===== config.mk =====
export PLATFORM = sky130hd
export DESIGN_NAME = pss_ram
export DESIGN_NICKNAME = d
export VERILOG_FILES = /design/src/sv/pss_ram.sv
export SDC_FILE = /design/constraint.sdc
export NUM_CORES = 1
export LEC_CHECK = 0
export BUFFER_PORTS_ARGS = -buffer_cell sky130_fd_sc_hd__buf_2
export CAP_MARGIN = 0
export CORE_UTILIZATION = 51
export CTS_BUF_LIST = sky130_fd_sc_hd__clkbuf_16
export DETAILED_ROUTE_END_ITERATION = 10
export HOLD_SLACK_MARGIN = 0.03
export PLACE_DENSITY = 0.68
export SLEW_MARGIN = 20
export SYNTH_ARGS = -nofsm -noshare
export SYNTH_HDL_FRONTEND = slang
export SYNTH_SLANG_ARGS = --single-unit

===== constraint.sdc =====
create_clock -name clk -period 4.75 [get_ports clk]
set_clock_uncertainty 0.2 [all_clocks]
set_input_delay 0.475 -clock clk [delete_from_list [all_inputs] [get_ports clk]]
set_output_delay 0.475 -clock clk [all_outputs]
set_load 0.02 [all_outputs]

===== src/sv/pss_ram.sv =====
`timescale 1ns / 1ps
// ----------------------------------------------------------------------------
// pss_ram: generic simple dual-port RAM
// One write port, one read port with registered read data.
// ----------------------------------------------------------------------------
module pss_ram #(
  parameter int WIDTH = 8,
  parameter int DEPTH = 16
) (
  input  logic                     clk,
  input  logic                     we,
  input  logic [$clog2(DEPTH)-1:0] waddr,
  input  logic [WIDTH-1:0]         wdata,
  input  logic [$clog2(DEPTH)-1:0] raddr,
  output logic [WIDTH-1:0]         rdata
);

  logic [WIDTH-1:0] mem [DEPTH];

  always_ff @(posedge clk) begin
    if (we) begin
      mem[waddr] <= wdata;
    end
    rdata <= mem[raddr];
  end

endmodule


* After elaboration in Yosys (flattened, before gate mapping) *
Memory sizes are Yosys's and may differ from the RTL's. A register that Yosys moved wholly into a read port is not among the register bits.
Index checks and enable logic that the tools add are counted.

word-level totals
  bits in registers = 0
  bits in writable memories = 128
  bits of input ports = 18
  output and inout port bits = 8
  memories = 1

memory list
  memory  words  width  rd ports  clocked after memory_dff  write ports  line  text
  mem     16     8      1         1                         1            18    logic [WIDTH-1:0] mem [DEPTH];

operators by class
  muxes and demuxes = 2

operators with widths
  kind              count
  2-to-1 mux 1 bit  2

* Logic depth before layout (Yosys ltp) *
  depth in word-level cells = 2
  depth in mapped cells = 5
  depth with buffers taken out = 3

* Least setup slack after synthesis *
No wires, ideal clock.

  kind = in2reg
  start = in waddr[2]
  end = mem mem[0][0], enable pin
  arrival = 1.585 ns
  path slack = 2.582 ns
  stages on the path = 2
  cells stage by stage = or3b_2 -> nor3_1

RTL lines
  element             line  text
  start: declaration  12    input logic [$clog2(DEPTH)-1:0] waddr,
  end: declaration    18

No word-level cell before the write port.

==> impl_metrics.json <==
{
  "hold_class": "in -> reg",
  "whs_path_depth": 1,
  "cap_violations": 0,
  "cts-resized-gates": 0,
  "area_delta_synth_final_pct": 16.99,
  "numCtsBuffers": 17,
  "yosysTopAreaCellShare_pct": 74.67,
  "p_leak_nw": 2.019,
  "period_minus_slack_ps": 2022,
  "status": "completed",
  "dr.pass1.iters": 7,
  "ys_ff_latch": 136,
  "vias": 2325,
  "dp_hpwl_um": 5586,
  "drt-initial-drc-count": 89,
  "finalNetCount": 285,
  "rsz0062_at_grt": "false",
  "io_pins": 26,
  "syn_inst": 229,
  "cp-end-kind": "flop",
  "viasPerCell": 5.630,
  "drtAntennaViolNets": 0,
  "drc": 0,
  "grt_pass1_wl_um": 14060,
  "dp_cells": 380,
  "finalMaxSlewViolations": 0,
  "die-area_um2": 10500,
  "final_cells": 413,
  "clockBufferDepth": 2,
  "gp_congestion": 0.6812,
  "required_ps": 4830,
  "fp.dieH_um": 102.5,
  "ctsHoldBuffers": 0,
  "routedWlPerCell_um": 22.54,
  "tns_ps": 0,
  "grt_usage_pct": 20.42,
  "fmax_ghz": 0.4946,
  "worst_r2r_path_depth": 3,
  "hold_ws_ps": 248.8,
  "rows": 36,
  "antenna_found_initial": 0,
  "yosysSeqAreaShare_pct": 77.78,
  "arrival_ps": 2100,
  "critPathKind": "in -> reg",
  "fin_crit_sh_pct": 42.56,
  "worstMarginPinSlew_ps": 914.4,
  "diodes": 0,
  "grt_overflow": 0,
  "synth_area_leaders": "edfxtp_1, mux4_2, mux4_1",
  "cts.sinks": 136,
  "setup_viol_count_final": 0,
  "cp_max_fo": 17,
  "cts_max_level": 4,
  "clkTransAtPathRegs_ps": 60,
  "cts_tree": "done",
  "syn_avg_cell_area_um2": 22.48,
  "cts_setup_buffers": 0,
  "start_kind": "primary input",
  "utilization_pct": 61.61,
  "io_buffer_count": 25,
  "ys_types": 19,
  "syn-num-nets": 247,
  "yosysTopAreaCell": "edfxtp_1",
  "slew_headroom_pct": 38.82,
  "worstSkewPairLatency_ps": 410,
  "cts.root.buffer_cell": "clkbuf_16",
  "p_per_area_nw_per_um2": 468.1,
  "r2r_setup_slack_ps": 3140,
  "drive_gt1_share_pct": 27.86,
  "core_area_um2": 9774,
  "grt_max_degree": 33,
  "synthesis.area_um2": 5147,
  "finalWirelength_um": 9307,
  "hold_viol": 0,
  "yosys_warnings": 0,
  "first_global_vias": 2351,
  "die_w_um": 102.5,
  "start_util_pct": 52.66,
  "nFillCells": 693,
  "ir_drop_uv": 518.2
}
==> path summary, 6_finish.rpt <==
check / start / endpoint
hold / removal: wdata[0] / mem[14][0]$_DFFE_PP_
setup / recovery: raddr[0] / rdata[5]$_DFF_P_
setup reg to reg: mem[9][3]$_DFFE_PP_ / rdata[3]$_DFF_P_
hold reg to reg: mem[4][3]$_DFFE_PP_ / rdata[3]$_DFF_P_
==> placed cells by master (no fill, tap or decap) <==
cell type	Yosys	routed
edfxtp_1	128	128
buf_2	3	25
mux4_2	18	18
clkbuf_16	0	17
a22oi_1	16	16
mux4_1	14	14
nor2_1	13	13
nand2_1	9	9
dfxtp_1	8	8
bufinv_16	0	4
clkinvlp_4	0	4
nor3_1	4	3
buf_4	1	3
nand3b_1	2	2
nand2b_1	2	2
inv_1	0	2
clkinv_4	0	2
clkinv_2	0	2
nor2b_1	1	1
and2_1	1	1
and2b_1	1	1
nand3_1	1	1
or3b_2	1	1
nor3_2	0	1
clkinv_1	0	1
buf_16	0	1
==> synth_stat cells <==
master	count
a22oi_1	16
and2_1	1
and2b_1	1
buf_2	3
buf_4	1
buf_6	3
clkdlybuf4s25_2	3
dfxtp_1	8
edfxtp_1	128
mux4_1	14
mux4_2	18
nand2_1	9
nand2b_1	2
nand3_1	1
nand3b_1	2
nor2_1	13
nor2b_1	1
nor3_1	4
or3b_2	1
==> area by class of cell <==
class / instances / area (um2) / share of cell area, %
timing repair buffer: 29 / 175.2 / 2.909
multi-input combinational: 83 / 1062 / 17.64
clock inverter: 15 / 188.9 / 3.137
tap: 133 / 166.4 / 2.763
clock buffer: 17 / 425.4 / 7.064
sequential: 136 / 4004 / 66.49
==> worst max-delay path, cell delays in order <==
cell and delay [ps]:
buf_2 450, buf_16 250, mux4_1 560, a22oi_1 260, nand2_1 100
==> sequential cells by signal, summed over array words and instances (netlist names) <==
| name | flops |
|---|---|
| mem | 128 |
| rdata | 8 |
==> metal layers <==
metal  GRT usage (%)  wire, um
met1           28.69      4126
met2           30.41      4445
met3           6.908       656
met4           6.593        78
met5               0         0
==> power breakdown <==
group	internal [mW]	total (mW)	leakage [nW]	switching (mW)
logic	0.0506	0.126	0.500	0.0756
clock network	0.871	1.34	0.295	0.472
registers	1.34	1.35	1.22	0.00745
==> logic make-up (layout without fill, tap and decap cells) <==
kind of cell    count (synthesis)  in the layout  share of synthesized area, %
mux                            32             32                         15.02
compound gates                 16             16                         2.334
simple gates                   35             35                         3.184
flops                         136            136                         77.78
buf+inv                        10             61                         1.677
==> through the flow <==
step,power (mW),instance area (um2),setup slack (ps)
finish,2.819,6022,2728
detailed placement,1.500,5380,2019
CTS,2.839,5995,2431
floorplan,1.450,5147,2582
global placement,1.496,5375,2040
global route,2.905,6022,2611
(Power assumes the default switching activity.)
